<file path="src/lmfs_pkg.sv">
package lmfs_pkg;

   // Default sizes of the block
   localparam int QUEUE_DEPTH_DEFAULT   = 10;
   localparam int MESSAGE_BYTES_DEFAULT = 8;

   // Result field width, fixed by the interface
   localparam int BIT_INDEX_WIDTH = 7;

   // Register reset value
   localparam logic [7:0] STATION_ID_RESET = 8'd87;

   // Fixed frame bytes
   localparam logic [7:0] FRAME_SYNC  = 8'h55;
   localparam logic [7:0] FRAME_SYN   = 8'h16;
   localparam logic [7:0] FRAME_STX   = 8'h02;
   localparam logic [7:0] FRAME_ETB   = 8'h17;

   // Line end characters
   localparam logic [7:0] CHAR_LF = 8'h0A;
   localparam logic [7:0] CHAR_CR = 8'h0D;

   // Item kinds
   localparam logic MODE_CHAR = 1'b0;
   localparam logic MODE_TICK = 1'b1;

   typedef struct packed {
      logic       mode;
      logic [7:0] char_byte;
   } req_word_type;

   typedef struct packed {
      logic                       line_bit;
      logic [BIT_INDEX_WIDTH-1:0] bit_index;
      logic                       last_bit;
   } rsp_word_type;

endpackage

</file>
<file path="src/lmfs_line_builder.sv">
module lmfs_line_builder #(
   parameter int LINE_BYTES = lmfs_pkg::MESSAGE_BYTES_DEFAULT - 1
) (
   input  logic                    clock,
   input  logic                    reset,
   input  logic                    char_fire,
   input  logic [7:0]              char_byte,
   output logic                    push,
   output logic [LINE_BYTES*8-1:0] push_data
);
   import lmfs_pkg::*;

   localparam int LW = $clog2(LINE_BYTES + 1);

   logic [7:0]    store_ff [LINE_BYTES];
   logic [7:0]    store_in [LINE_BYTES];
   logic [LW-1:0] len_ff;
   logic [LW-1:0] len_in;
   logic          is_end;

   always_comb begin
      is_end   = ((char_byte == CHAR_LF) || (char_byte == CHAR_CR)) && (len_ff != '0);
      store_in = store_ff;
      len_in   = len_ff;
      push     = 1'b0;
      if (char_fire) begin
         if (is_end) begin
            // The terminator lands only if the line is not already full.
            for (int i = 0; i < LINE_BYTES; i++) begin
               if (LW'(i) == len_ff) begin
                  store_in[i] = 8'h00;
               end
            end
            push   = 1'b1;
            len_in = '0;
         end else if (len_ff < LW'(LINE_BYTES)) begin
            for (int i = 0; i < LINE_BYTES; i++) begin
               if (LW'(i) == len_ff) begin
                  store_in[i] = char_byte;
               end
            end
            len_in = len_ff + LW'(1);
         end
      end
   end

   always_comb begin
      for (int i = 0; i < LINE_BYTES; i++) begin
         push_data[i*8 +: 8] = store_in[i];
      end
   end

   always_ff @(posedge clock) begin
      if (reset) begin
         len_ff <= '0;
         for (int i = 0; i < LINE_BYTES; i++) begin
            store_ff[i] <= 8'h00;
         end
      end else begin
         len_ff   <= len_in;
         store_ff <= store_in;
      end
   end

endmodule

</file>
<file path="src/lmfs_msg_queue.sv">
module lmfs_msg_queue #(
   parameter int QUEUE_DEPTH = lmfs_pkg::QUEUE_DEPTH_DEFAULT,
   parameter int LINE_BYTES  = lmfs_pkg::MESSAGE_BYTES_DEFAULT - 1
) (
   input  logic                    clock,
   input  logic                    reset,
   input  logic                    push,
   input  logic [LINE_BYTES*8-1:0] push_data,
   input  logic                    pop,
   output logic                    nonempty,
   output logic [LINE_BYTES*8-1:0] payload
);
   import lmfs_pkg::*;

   localparam int IW = (QUEUE_DEPTH > 1) ? $clog2(QUEUE_DEPTH) : 1;
   localparam int CW = $clog2(QUEUE_DEPTH + 1);
   localparam int SW = CW + 1;

   logic [LINE_BYTES*8-1:0] mem [QUEUE_DEPTH];
   logic [LINE_BYTES*8-1:0] payload_ff;
   logic [IW-1:0]           head_ff;
   logic [IW-1:0]           head_in;
   logic [CW-1:0]           count_ff;
   logic [CW-1:0]           count_in;
   logic [SW-1:0]           tail_sum;
   logic [SW-1:0]           tail_wrap;
   logic [IW-1:0]           tail;
   logic                    push_ok;
   logic                    pop_ok;

   always_comb begin
      tail_sum  = SW'(head_ff) + SW'(count_ff);
      tail_wrap = (tail_sum >= SW'(QUEUE_DEPTH)) ? (tail_sum - SW'(QUEUE_DEPTH)) : tail_sum;
      tail      = IW'(tail_wrap);
      // A full queue drops the finished line.
      push_ok   = push && (count_ff != CW'(QUEUE_DEPTH));
      pop_ok    = pop && (count_ff != '0);
      head_in   = head_ff;
      count_in  = count_ff;
      if (pop_ok) begin
         head_in  = (head_ff == IW'(QUEUE_DEPTH - 1)) ? '0 : head_ff + IW'(1);
         count_in = count_ff - CW'(1);
      end else if (push_ok) begin
         count_in = count_ff + CW'(1);
      end
   end

   assign nonempty = (count_ff != '0);
   assign payload  = payload_ff;

   always_ff @(posedge clock) begin
      if (push_ok) begin
         mem[tail] <= push_data;
      end
      if (pop_ok) begin
         payload_ff <= mem[head_ff];
      end
   end

   always_ff @(posedge clock) begin
      if (reset) begin
         head_ff  <= '0;
         count_ff <= '0;
      end else begin
         head_ff  <= head_in;
         count_ff <= count_in;
      end
   end

   a_count_bound: assert property (@(posedge clock) disable iff (reset)
      count_ff <= CW'(QUEUE_DEPTH))
      else $error("message queue count beyond depth");

   a_push_grows: assert property (@(posedge clock) disable iff (reset)
      (push_ok && !pop_ok) |=> (count_ff == $past(count_ff) + CW'(1)))
      else $error("accepted push did not grow the queue");

endmodule

</file>
<file path="src/lmfs_frame_tx.sv">
module lmfs_frame_tx #(
   parameter int LINE_BYTES = lmfs_pkg::MESSAGE_BYTES_DEFAULT - 1
) (
   input  logic                         clock,
   input  logic                         reset,
   input  logic                         tick_fire,
   input  logic [7:0]                   station_id,
   input  logic                         q_nonempty,
   input  logic [LINE_BYTES*8-1:0]      payload,
   output logic                         pop,
   output logic                         res_valid,
   output lmfs_pkg::rsp_word_type       res_word
);
   import lmfs_pkg::*;

   localparam int FRAME_BITS = (LINE_BYTES + 5) * 8;
   localparam int PW         = $clog2(FRAME_BITS + 1);
   localparam int BW         = PW - 3;

   logic [PW-1:0] pos_ff;
   logic [PW-1:0] pos_in;
   logic [PW-1:0] pos_cur;
   logic [BW-1:0] byte_idx;
   logic [7:0]    body_byte;
   logic [7:0]    cur_byte;
   logic          idle;

   always_comb begin
      idle      = (pos_ff >= PW'(FRAME_BITS));
      pop       = tick_fire && idle && q_nonempty;
      res_valid = tick_fire && (!idle || q_nonempty);
      pos_cur   = idle ? '0 : pos_ff;
      pos_in    = res_valid ? (pos_cur + PW'(1)) : pos_ff;
      byte_idx  = pos_cur[PW-1:3];

      // The first bit of a frame is header, so the payload register,
      // loaded by the pop, is ready long before it is needed.
      body_byte = FRAME_ETB;
      for (int i = 0; i < LINE_BYTES; i++) begin
         if (byte_idx == BW'(i + 4)) begin
            body_byte = payload[i*8 +: 8];
         end
      end
      priority if (byte_idx == BW'(0)) begin
         cur_byte = FRAME_SYNC;
      end else if (byte_idx == BW'(1)) begin
         cur_byte = FRAME_SYN;
      end else if (byte_idx == BW'(2)) begin
         cur_byte = FRAME_STX;
      end else if (byte_idx == BW'(3)) begin
         cur_byte = station_id;
      end else begin
         cur_byte = body_byte;
      end

      res_word.line_bit  = cur_byte[3'd7 - pos_cur[2:0]];
      res_word.bit_index = BIT_INDEX_WIDTH'(pos_cur);
      res_word.last_bit  = (pos_cur == PW'(FRAME_BITS - 1));
   end

   always_ff @(posedge clock) begin
      if (reset) begin
         pos_ff <= PW'(FRAME_BITS);
      end else begin
         pos_ff <= pos_in;
      end
   end

   a_last_idles: assert property (@(posedge clock) disable iff (reset)
      (res_valid && res_word.last_bit) |=> (pos_ff == PW'(FRAME_BITS)))
      else $error("serializer not idle after the last bit");

   a_pop_starts: assert property (@(posedge clock) disable iff (reset)
      pop |-> (res_valid && (pos_cur == '0)))
      else $error("pop without the first frame bit");

endmodule

</file>
<file path="src/line_message_frame_serializer.sv">
// Line message frame serializer.
//
// The request channel (req_valid, req_stall, req_data) carries one word per
// item: a received character (mode 0) or a bit-period tick (mode 1). Each
// character builds up a line; a CR or LF on a non-empty line queues it as a
// message. Each tick sends one frame bit, MSB first, on the response channel
// (rsp_valid, rsp_stall, rsp_data), with its position and a last-bit flag.
// A tick that finds the serializer idle and the queue empty gives no word.
// The csr channel writes the station identifier byte; csr_ready is always
// high, and writes are expected only while the block is idle.
//
// A request word is taken into an input register, handled once the output
// buffer has room for its result, and its response word is written into the
// output buffer. One request word is taken every cycle while the receiver
// keeps up.
// Synchronous reset empties the line and queue, idles the serializer and
// sets the station identifier to 87. If the receiver stalls, a two-word
// output buffer absorbs the words in flight, after which req_stall rises
// until the receiver takes a word again.
module line_message_frame_serializer #(
   parameter int QUEUE_DEPTH   = lmfs_pkg::QUEUE_DEPTH_DEFAULT,
   parameter int MESSAGE_BYTES = lmfs_pkg::MESSAGE_BYTES_DEFAULT
) (
   input  logic                   clock,
   input  logic                   reset,
   input  logic                   req_valid,
   output logic                   req_stall,
   input  lmfs_pkg::req_word_type req_data,
   output logic                   rsp_valid,
   input  logic                   rsp_stall,
   output lmfs_pkg::rsp_word_type rsp_data,
   input  logic                   csr_valid,
   output logic                   csr_ready,
   input  logic [7:0]             csr_data
);
   import lmfs_pkg::*;

   localparam int LINE_BYTES = MESSAGE_BYTES - 1;

   // Input register
   logic         s1_valid_ff;
   logic         s1_valid_in;
   req_word_type s1_word_ff;

   // Station identifier register
   logic [7:0] station_id_ff;

   // Output buffer: slot zero drives the response port, slot one is the skid.
   rsp_word_type slot0_ff;
   rsp_word_type slot1_ff;
   logic [1:0]   out_count_ff;
   logic [1:0]   out_count_in;
   logic         out_pop;
   logic         wr_slot1;

   logic                    fire;
   logic                    req_take;
   logic                    char_fire;
   logic                    tick_fire;
   logic                    line_push;
   logic [LINE_BYTES*8-1:0] line_data;
   logic                    q_pop;
   logic                    q_nonempty;
   logic [LINE_BYTES*8-1:0] q_payload;
   logic                    res_valid;
   rsp_word_type            res_word;

   // The held word is handled only when the buffer has room for its result.
   assign fire      = s1_valid_ff && (out_count_ff != 2'd2);
   assign req_stall = s1_valid_ff && !fire;
   assign req_take  = req_valid && !req_stall;
   assign char_fire = fire && (s1_word_ff.mode == MODE_CHAR);
   assign tick_fire = fire && (s1_word_ff.mode == MODE_TICK);
   assign csr_ready = 1'b1;

   always_comb begin
      s1_valid_in = s1_valid_ff;
      if (req_take) begin
         s1_valid_in = 1'b1;
      end else if (fire) begin
         s1_valid_in = 1'b0;
      end
   end

   lmfs_line_builder #(
      .LINE_BYTES (LINE_BYTES)
   ) u_line (
      .clock     (clock),
      .reset     (reset),
      .char_fire (char_fire),
      .char_byte (s1_word_ff.char_byte),
      .push      (line_push),
      .push_data (line_data)
   );

   lmfs_msg_queue #(
      .QUEUE_DEPTH (QUEUE_DEPTH),
      .LINE_BYTES  (LINE_BYTES)
   ) u_queue (
      .clock     (clock),
      .reset     (reset),
      .push      (line_push),
      .push_data (line_data),
      .pop       (q_pop),
      .nonempty  (q_nonempty),
      .payload   (q_payload)
   );

   lmfs_frame_tx #(
      .LINE_BYTES (LINE_BYTES)
   ) u_frame (
      .clock      (clock),
      .reset      (reset),
      .tick_fire  (tick_fire),
      .station_id (station_id_ff),
      .q_nonempty (q_nonempty),
      .payload    (q_payload),
      .pop        (q_pop),
      .res_valid  (res_valid),
      .res_word   (res_word)
   );

   // Output buffer bookkeeping. A new word goes behind whatever remains.
   always_comb begin
      out_pop      = (out_count_ff != 2'd0) && !rsp_stall;
      wr_slot1     = (out_count_ff == 2'd1) && !out_pop;
      out_count_in = out_count_ff + {1'b0, res_valid} - {1'b0, out_pop};
   end

   assign rsp_valid = (out_count_ff != 2'd0);
   assign rsp_data  = slot0_ff;

   always_ff @(posedge clock) begin
      if (req_take) begin
         s1_word_ff <= req_data;
      end
      if (res_valid && wr_slot1) begin
         slot1_ff <= res_word;
      end
      // A fresh word bound for slot zero takes the place of the skid word.
      if (res_valid && !wr_slot1) begin
         slot0_ff <= res_word;
      end else if (out_pop) begin
         slot0_ff <= slot1_ff;
      end
   end

   always_ff @(posedge clock) begin
      if (reset) begin
         s1_valid_ff   <= 1'b0;
         out_count_ff  <= 2'd0;
         station_id_ff <= STATION_ID_RESET;
      end else begin
         s1_valid_ff  <= s1_valid_in;
         out_count_ff <= out_count_in;
         if (csr_valid && csr_ready) begin
            station_id_ff <= csr_data;
         end
      end
   end

   a_buffer_bound: assert property (@(posedge clock) disable iff (reset)
      out_count_ff != 2'd3)
      else $error("output buffer overflow");

endmodule
</file>
<file path="config.mk">
export PLATFORM = sky130hd
export DESIGN_NAME = line_message_frame_serializer
export DESIGN_NICKNAME = d
export VERILOG_FILES = /design/src/lmfs_pkg.sv /design/src/lmfs_line_builder.sv /design/src/lmfs_msg_queue.sv /design/src/lmfs_frame_tx.sv /design/src/line_message_frame_serializer.sv
export SDC_FILE = /design/constraint.sdc
export NUM_CORES = 1
export LEC_CHECK = 0
export BUFFER_PORTS_ARGS = -buffer_cell sky130_fd_sc_hd__buf_2
export CAP_MARGIN = 20
export CORE_MARGIN = 8
export CORE_UTILIZATION = 52
export DETAILED_ROUTE_END_ITERATION = 10
export PLACE_DENSITY_LB_ADDON = 0.12
export REMOVE_ABC_BUFFERS = 1
export SYNTH_ARGS = -nofsm -noshare
export SYNTH_HDL_FRONTEND = slang
export SYNTH_HIERARCHICAL = 1
export SYNTH_SLANG_ARGS = --single-unit
</file>
<file path="constraint.sdc">
create_clock -name clock -period 11.29 [get_ports clock]
set_clock_uncertainty 0.15 [all_clocks]
set_input_delay 1.129 -clock clock [delete_from_list [all_inputs] [get_ports clock]]
set_output_delay 1.129 -clock clock [all_outputs]
set_load 0.005 [all_outputs]
</file>
---- Yosys cells after proc, flatten, opt, wreduce, memory -nomap -nowiden ----
Memories as Yosys holds them, arrays and structs flattened. A register that Yosys moved wholly into a read port is not among the register bits.
Index checks and enable logic that the tools add are counted.
Widths: inputs -> output; s select.
operators by class
  add/subtract/negate cells ............... 10
  magnitude comparators ................... 4
  eq/ne operators ......................... 23
  mux-type cells .......................... 45
  bitwise logic cells ..................... 1
  reductions and logical operators ........ 33
operator list
  kind                 count
  $mux 8               25
  $mux 56              3
  $mux 9               2
  $eq 4x3->1 const B   4
  $eq 4x4->1 const B   4
  $eq 8x4->1 const B   2
  $mux 4               4
  $logic_and 1x1->1    15
  $reduce_bool 2->1    5
  $eq 3x3->1 const A   3
  $add 4x1->4 const B  2
  $eq 4x2->1 const B   2
  $add 7x1->7 const B  1
  $eq 7x7->1 const B   1
  $ge 7x7->1 const B   1
  $mux 1               7
  $mux 7               1
  $eq 2x3->1 const A   2
  $logic_not 1->1      6
  $mux 3               2
  $add 4x4->5          1
  $ge 5x4->1 const B   1
  $eq 4x1->1 const B   1
  $logic_not 4->1      1
  19 further kinds     20
storage, ports and cells
  flip-flop bits (word level) ............. 112
  RAM bits ................................ 560
  input port bits ......................... 22
  output and inout bits ................... 12
  word-level logic and storage cells ...... 139
  memories kept ........................... 1
memory list
  memory       words  width  read ports  clocked after Yosys merged registers in  write ports  line                  RTL
  u_queue.mem  10     56     1           1                                        1            lmfs_msg_queue.sv:19  logic [LINE_BYTES*8-1:0] mem [QUEUE_DEPTH];

---- Longest topological paths before layout ----
Gate-level depths: netlist (run 1).
  depth in word-level cells ............... 17
  gate-level depth with buffers ........... 13
  depth with buffers taken out ............ 12

---- By module ----
The synthesis (run 1) kept the hierarchy.
by module, submodules not included
  module                         instances  cells each  area an instance (um^2)  sequential area each (um^2)
  lmfs_msg_queue                 1          1107        23764.0                  18657.9
  lmfs_line_builder              1          341         2839.0                   1181.1
  line_message_frame_serializer  1          92          1430.1                   1031.0
  lmfs_frame_tx                  1          183         1351.3                   140.1

---- Worst setup path before layout (run 1) ----
No wires, ideal clock.
  path kind ............................... register to register
  start ................................... reg u_queue.count_ff[0]
  end ..................................... mem u_queue/mem[4][0] (netlist name) (enable)
  setup time .............................. 0.608 ns
  arrival ................................. 7.567 ns
  required time ........................... 10.532 ns
  setup slack ............................. 2.965 ns
  cell stages (with the launch flop) ...... 10
  buffers on the path ..................... 0
  path through ............................ dfxtp_1 -> ha_1 -> fa_1 -> xnor2_2 -> ha_1 -> inv_1 -> a31o_2 -> a31oi_2 -> xnor2_2 -> nor4_1
on the way
  longest elaborated chain between the ends .. 4
RTL lines
  what                                                 line                  RTL
  start: declaration                                   lmfs_msg_queue.sv:23  logic [CW-1:0] count_ff;
  start signal: assignment                             lmfs_msg_queue.sv:66  count_ff <= count_in;
  branches (longest 4 deep; another with $add 4x4->5)  -
  end: declaration                                     lmfs_msg_queue.sv:19
Several ways; the timed one is not identified.

---- Final worst setup path (run 1) ----
  start ................................... reg u_queue.head_ff[0]
  end ..................................... mem u_queue/mem[6][46] (netlist name) (enable)
on the way
  longest elaborated chain between the ends .. 3
RTL lines
  what                                              line                  RTL
  start: declaration                                lmfs_msg_queue.sv:21  logic [IW-1:0] head_ff;
  start signal: assignment                          lmfs_msg_queue.sv:65  head_ff <= head_in;
  $add 4x4->5 (*)                                   lmfs_msg_queue.sv:32  tail_sum = SW'(head_ff) + SW'(count_ff);
  $sub 4x4->4 / $ge 5x4->1 (equally long branches)  lmfs_msg_queue.sv:33  tail_wrap = (tail_sum >= SW'(QUEUE_DEPTH)) ? (tail_sum - SW'(QUEUE_DEPTH)) : tail_sum;
  $mux 4 (*)                                        lmfs_msg_queue.sv:33
Mark *: on every way between the ends. The rest lies on a longest branch, timed or not.

==> flow_summary.yaml, run 1 <==
run_status:
  status: "completed"
worst_setup_path:
  critPathArrivalTime_ns: 4.92
  rr_startpoint: "u_queue/head_ff[0]"
  crit_required_ns: 11.38
  worstSetupPathType: "reg -> reg"
  critical_path.max_fanout: 36
  worstSetupStartpointType: "flop"
  startpoint: "u_queue/head_ff[0]"
  cp-end-kind: "flop"
grt:
  antenna_found_initial: 1
  grt_max_degree: 98
  grt_pass1_vias: 15600
  grt_remaining_overflow: 0
  grt_util_all_layers: 0.198
  grt_pass1_wl_microns: 95800
clock_tree:
  cts_tree: "done"
  cts_resized: 0
  clk_pin_slew_ns: 0.06
  clock_latency_ns: 0.62
  holdBufCountCts: 0
  cts.sinks: 728
  clock_path_buffers: 3
  clockRootBuffer: "clkbuf_16"
  cts_setup_buffers: 0
  cts.htree.levels: 3
  cts_made_buffers: 75
detailed_routing:
  avgViaCountPerCell: 6.02
  drc: 0
  ant_nets: 0
  first_pass_iters: 5
  vias: 15400
  drtIter0Drc: 1198
  totalWireLength_microns: 62800
  wl_per_cell_microns: 24.5
sta:
  maxSlewHeadroom: 0.274
  setup-violations-final: 0
  report.final.slew_viol_count: 0
  holdWs_ns: 0.314
  finalHoldViolations: 0
  rsz0062_at_grt: "no"
  period_needed_ns: 4.83
  min_period_over_period: 0.428
  worst_pin_slew_ns: 1.09
  fmax_mhz: 207
power:
  ir_drop_uv: 99.3
  p_leak_nw: 10.4
  power_density_mw_per_mm2: 164
yosys:
  yosysMostFrequentCell: "edfxtp_1"
  yosysSeqAreaShare: 0.715
  synth_top_cell_by_area: "edfxtp_1"
  ys_seq_elements: 728
  synth_edf_count: 643
  syn_avg_cell_area_sq_um: 17.1
  yosys.cell_types.count: 84
  synth_top_flop_cell: "edfxtp_1"
  syn_area_sq_mm: 0.0294
  ys_warn_count: 6
  yosys.area.top_type_share: 0.657
  synthCells: 1723
  yosys-top-cells-count: "edfxtp_1 (643), mux4_2 (117), a21oi_1 (116), dfxtp_1 (85), nor2b_1 (82)"
  ys_top_cells_by_area: "edfxtp_1 (66%), mux4_2 (9.0%), dfxtp_1 (5.8%), mux2i_1 (2.2%), a21oi_1 (2.0%)"
  async_flop_share: 0
min_path:
  hp-class: "reg -> reg"
  hp-start: "u_line/store_ff[35]"
place:
  place.port_buffers: 32
  dpl.hpwl_microns: 35400
  place_congestion: 0.803
die:
  die-area_sq_mm: 0.0644
  ios: 34
  std_cell_rows: 87
  chipHeight_microns: 254
  design.core.area_sq_mm: 0.0562
  initial_core_util: 0.523
  dieWidth_microns: 254
finish:
  diodes: 0
  area_growth_syn_to_layout_pct: 10.6
  final_util: 0.578
  nNetsFinal: 1788
  drive_gt1_frac: 0.191
job:
  drv_cap: 0
## worst paths after layout
path	depth (start not counted)	slack [ns]	endpoint
worst max-delay path	11	6.46	u_queue/mem[6][46]
worst min-delay path	2	0.31	u_line/store_ff[35]
worst max register to register	11	6.46	u_queue/mem[6][46]
worst min register to register	2	0.31	u_line/store_ff[35]
## cell usage in the layout, fill, tap and decap left out, types with 4 or more instances in the layout
master     count
a211o_1        7
a211oi_1      66
a21o_1         7
a21oi_1      116
a22oi_1        8
a311oi_1      13
a31oi_1       29
and2_1        10
and3_1        12
buf_2         31
buf_4         28
clkbuf_1      15
clkbuf_16     75
clkinv_1      16
clkinv_2      17
dfxtp_1       81
dfxtp_4        4
edfxtp_1     643
ha_1          15
inv_1         22
inv_6          8
mux2_2        21
mux2i_1       66
mux4_2       117
nand2_1       69
nand2b_1       6
nand3_1       54
nand4_1        7
nor2_1        38
nor2b_1       82
nor3_1         5
nor3b_2        5
o21ai_0       11
o21ai_1        7
o21bai_1       4
o22ai_1        4
xnor2_1        4
## through the flow
step / cells / area [sq um] / TNS (ns) / setup WS (ns) / total power [mW]
after global routing: 2566 / 32500 / 0 / 6.20 / 5.49
after floorplan: 1612 / 28800 / -1070.10 / -3.54 / 3.04
after global placement: 2428 / 30200 / 0 / 6.52 / 3.08
after detailed placement: 2428 / 30200 / 0 / 6.42 / 3.09
after CTS: 2566 / 32500 / 0 / 6.40 / 5.38
final: 2566 / 32500 / 0 / 6.46 / 5.33
## cells by family (layout without fill, tap and decap cells)
logic type / after synthesis / after routing / share of synthesized area
other cells: 1 / 1 / 0.000128
simple gates: 325 / 325 / 0.0607
xor+xnor: 9 / 9 / 0.00319
mux: 207 / 207 / 0.121
flops: 728 / 728 / 0.715
compound gates: 301 / 301 / 0.0691
buf+inv: 135 / 222 / 0.0228
fa+ha+maj: 17 / 17 / 0.00775
## report_power, final
part / total [mW] / internal (mW) / switching, mW
logic: 0.0886 / 0.0341 / 0.0545
registers: 2.94 / 2.92 / 0.0176
clock network: 2.31 / 1.30 / 1.00
total: 5.33 / 4.26 / 1.07
## flip-flops by register name, summed over array words and instances (netlist names)
register	flops
out_count_ff	2
rsp_data	9
s1_valid_ff	1
s1_word_ff	9
slot1_ff	9
station_id_ff	8
u_frame/pos_ff	7
u_line/len_ff	3
u_line/store_ff	56
u_queue/count_ff	4
u_queue/head_ff	4
u_queue/mem	560
u_queue/payload	56
## cell type report
class | count | area (sq um)
flip-flops and latches | 728 | 21000
multi-input cells | 860 | 7770
clock inverters | 47 | 328
well taps | 756 | 946
clock buffers | 91 | 1950
fillers | 4305 | 23700
inverters | 24 | 90.1
repair buffers | 60 | 385
## per-layer routing
metal / track usage / share of wire / vias up / wire, microns
met2: 0.325 / 0.49 / 443 / 30600
li1: - / - / 6919 / -
met3: 0.0301 / 0.053 / 80 / 3310
met1: 0.274 / 0.44 / 7996 / 27600
met5: 0 / 0 / - / 0
met4: 0.0616 / 0.020 / 0 / 1270
## worst max-delay path, stage by stage, from the launching register on
cell	delay [ns]
dfxtp_4	0.80
ha_1	0.33
fa_1	0.52
inv_1	0.13
ha_1	0.23
inv_1	0.14
a31o_2	0.25
a31oi_2	0.22
xnor2_2	0.31
nor4b_4	0.32
buf_4	0.44
buf_4	0.58
No activity file was read; power rests on OpenSTA's default activity.
==> run 2: changes to the inputs <==
==> constraint.sdc (replaced) <==
create_clock -name clock -period 4.1 [get_ports clock]
set_clock_uncertainty 0.15 [all_clocks]
set_input_delay 0.41 -clock clock [delete_from_list [all_inputs] [get_ports clock]]
set_output_delay 0.41 -clock clock [all_outputs]
set_load 0.005 [all_outputs]
==> run 2 against run 1 <==
Global-route usage is 0.91 points higher. Largest power group unchanged. Power grew to 2.9 times the previous value. Register-to-register slack worse by 6.3 ns. Cell area is 2.7% higher. Wire length is 4.4% higher. Clock power grew to 3.0 times the previous value. Core utilization is 1.6 points higher. Count of clock-buffer cells in the layout is 15 higher. First-iteration DRC count is 3.2% higher.
==> flow_summary.yaml, run 2 (same netlist as run 1, synthesis figures left out) <==
finish:
  layout.cells.non_filler: 2616
  largest_reg_flops: 560
  fillers: 4233
  area_growth_syn_to_layout_pct: 13.6
  nNetsFinal: 1833
  drive_gt1_frac: 0.205
  final_common_cell: "edfxtp_1"
  regMostFlops: "u_queue/mem"
  layout_common_cells: "edfxtp_1 (643), mux4_2 (117), a21oi_1 (116)"
die:
  std_cell_rows: 87
  design.core.area_sq_mm: 0.0562
  die-area_sq_mm: 0.0644
  chipHeight_microns: 254
  initial_core_util: 0.523
  dieWidth_microns: 254
  ios: 34
run_status:
  status: "completed"
clock_tree:
  cts_made_buffers: 76
  cts_tree: "done"
  clockRootBuffer: "clkbuf_16"
  clock_latency_ns: 0.61
  cts.sinks: 728
  cts.htree.levels: 3
  cts_setup_buffers: 0
  clock_path_buffers: 3
  clk_pin_slew_ns: 0.06
power:
  pwr-share-clk: 0.455
  power_density_mw_per_mm2: 461
  seqPwrFrac: 0.526
  combPwrFrac: 0.019
  p_leak_nw: 10.8
  p_int_mw: 12.4
  power.total_mw: 15.4
  switchingPower_mw: 2.98
  p_sw_frac: 0.194
  ir_drop_uv: 282
sta:
  layout_setup_ws_ns: 0.139
  fmax_mhz: 252
  report.final.slew_viol_count: 0
  maxSlewHeadroom: 0.245
  rsz0062_at_grt: "no"
  finalHoldViolations: 0
  min_period_over_period: 0.966
  holdWs_ns: 0.0892
  period_needed_ns: 3.96
  worst_pin_slew_ns: 1.13
  setup-violations-final: 0
grt:
  antenna_found_initial: 2
  grt_pass1_wl_microns: 99600
  grt_util_all_layers: 0.207
  grt_pass1_vias: 16100
  grt_remaining_overflow: 0
  grt_max_degree: 118
detailed_routing:
  drc: 0
  first_pass_iters: 5
  vias: 15700
  drtIter0Drc: 1236
  wl_per_cell_microns: 25.1
  totalWireLength_microns: 65600
  avgViaCountPerCell: 5.99
  ant_nets: 0
worst_setup_path:
  cp-end-kind: "flop"
  startpoint: "u_queue/count_ff[0]"
  reg2reg_depth: 10
  critPathArrivalTime_ns: 4.05
  rr_startpoint: "u_queue/count_ff[0]"
  worstSetupPathType: "reg -> reg"
  worstSetupStartpointType: "flop"
  critical_path.max_fanout: 56
  crit_required_ns: 4.19
  reg2reg_slack_ns: 0.14
min_path:
  hp-class: "in -> reg"
  hp-start: "csr_valid"
  whs_path_depth: 2
job:
  drv_cap: 0
place:
  post-place-cells: 2454
  place.port_buffers: 32
  place_congestion: 0.820
  place_ws_ns: 0.157
  dpl.hpwl_microns: 37100
-- run 2: cell count changes in the layout (fill, tap and decap cells not counted), moves of 4 or more --
| cell | previous run | this run |
|---|---|---|
| clkinv_2 | 17 | 9 |
| clkbuf_16 | 75 | 79 |
| buf_12 | 1 | 15 |
| inv_6 | 8 | 4 |
| buf_4 | 28 | 40 |
| bufinv_16 | 3 | 8 |
| clkbuf_8 | 1 | 10 |
| clkinv_1 | 16 | 9 |
| dlygate4sd3_1 | 0 | 18 |
-- run 2: what timing repair did --
action,in CTS,in global routing
endpoints found under the hold margin,18,0
hold buffers,18,0
endpoints found under the setup margin,0,180
resized for setup,0,1
-- run 2: critical path, stage by stage (launching register included) --
cell     delay, ns
dfxtp_1       0.37
ha_1          0.25
fa_1          0.43
xnor2_2       0.31
ha_1          0.31
inv_1         0.16
a31o_2        0.25
a31oi_2       0.30
xnor2_4       0.26
nor4b_4       0.34
buf_12        0.38
-- run 2: final cells by class --
| class | instances | area (sq um) | area share |
|---|---|---|---|
| Inverter | 24 | 90.1 | 0.00270 |
| Timing Repair Buffer | 104 | 936 | 0.0280 |
| Clock buffer | 106 | 2180 | 0.0653 |
| Clock inverter | 36 | 414 | 0.0124 |
| Multi-Input combinational cell | 860 | 7780 | 0.233 |
| Sequential cell | 728 | 21000 | 0.630 |
| Antenna cell | 2 | 5.00 | 0.000150 |
| Tap cell | 756 | 946 | 0.0283 |
-- run 2: power by group through the flow --
stage | sequential [mW] | clock (mW) | combinational (mW)
floorplan | 8.24 | 0 | 0.138
global placement | 8.24 | 0 | 0.272
detailed placement | 8.24 | 0 | 0.278
CTS | 8.09 | 7.13 | 0.293
global route | 8.09 | 7.41 | 0.321
finish | 8.09 | 7.00 | 0.287
-- run 2: metal layers --
metal  GRT usage  wire length, microns  up-vias
li1            -                     -     7018
met1       0.280                 27800     8013
met2       0.339                 31600      519
met3      0.0346                  4040      126
met4      0.0765                  2160        0
met5           0                     0        -
-- run 2: per-stage QoR --
step / instance area [sq um] / util / TNS [ns]
2_1_floorplan: 28800 / - / -5343.75
3_3_place_gp: 30600 / 0.545 / 0
3_5_place_dp: 30600 / 0.545 / 0
4_1_cts: 33400 / 0.594 / 0
5_1_grt: 33400 / 0.594 / 0
6_report: 33400 / 0.594 / 0
-- run 2: path summary, 6_finish.rpt --
kind,to
max,u_queue/mem[2][23]
max reg2reg,u_queue/mem[2][23]
min,station_id_ff[0]
min reg2reg,u_line/store_ff[42]
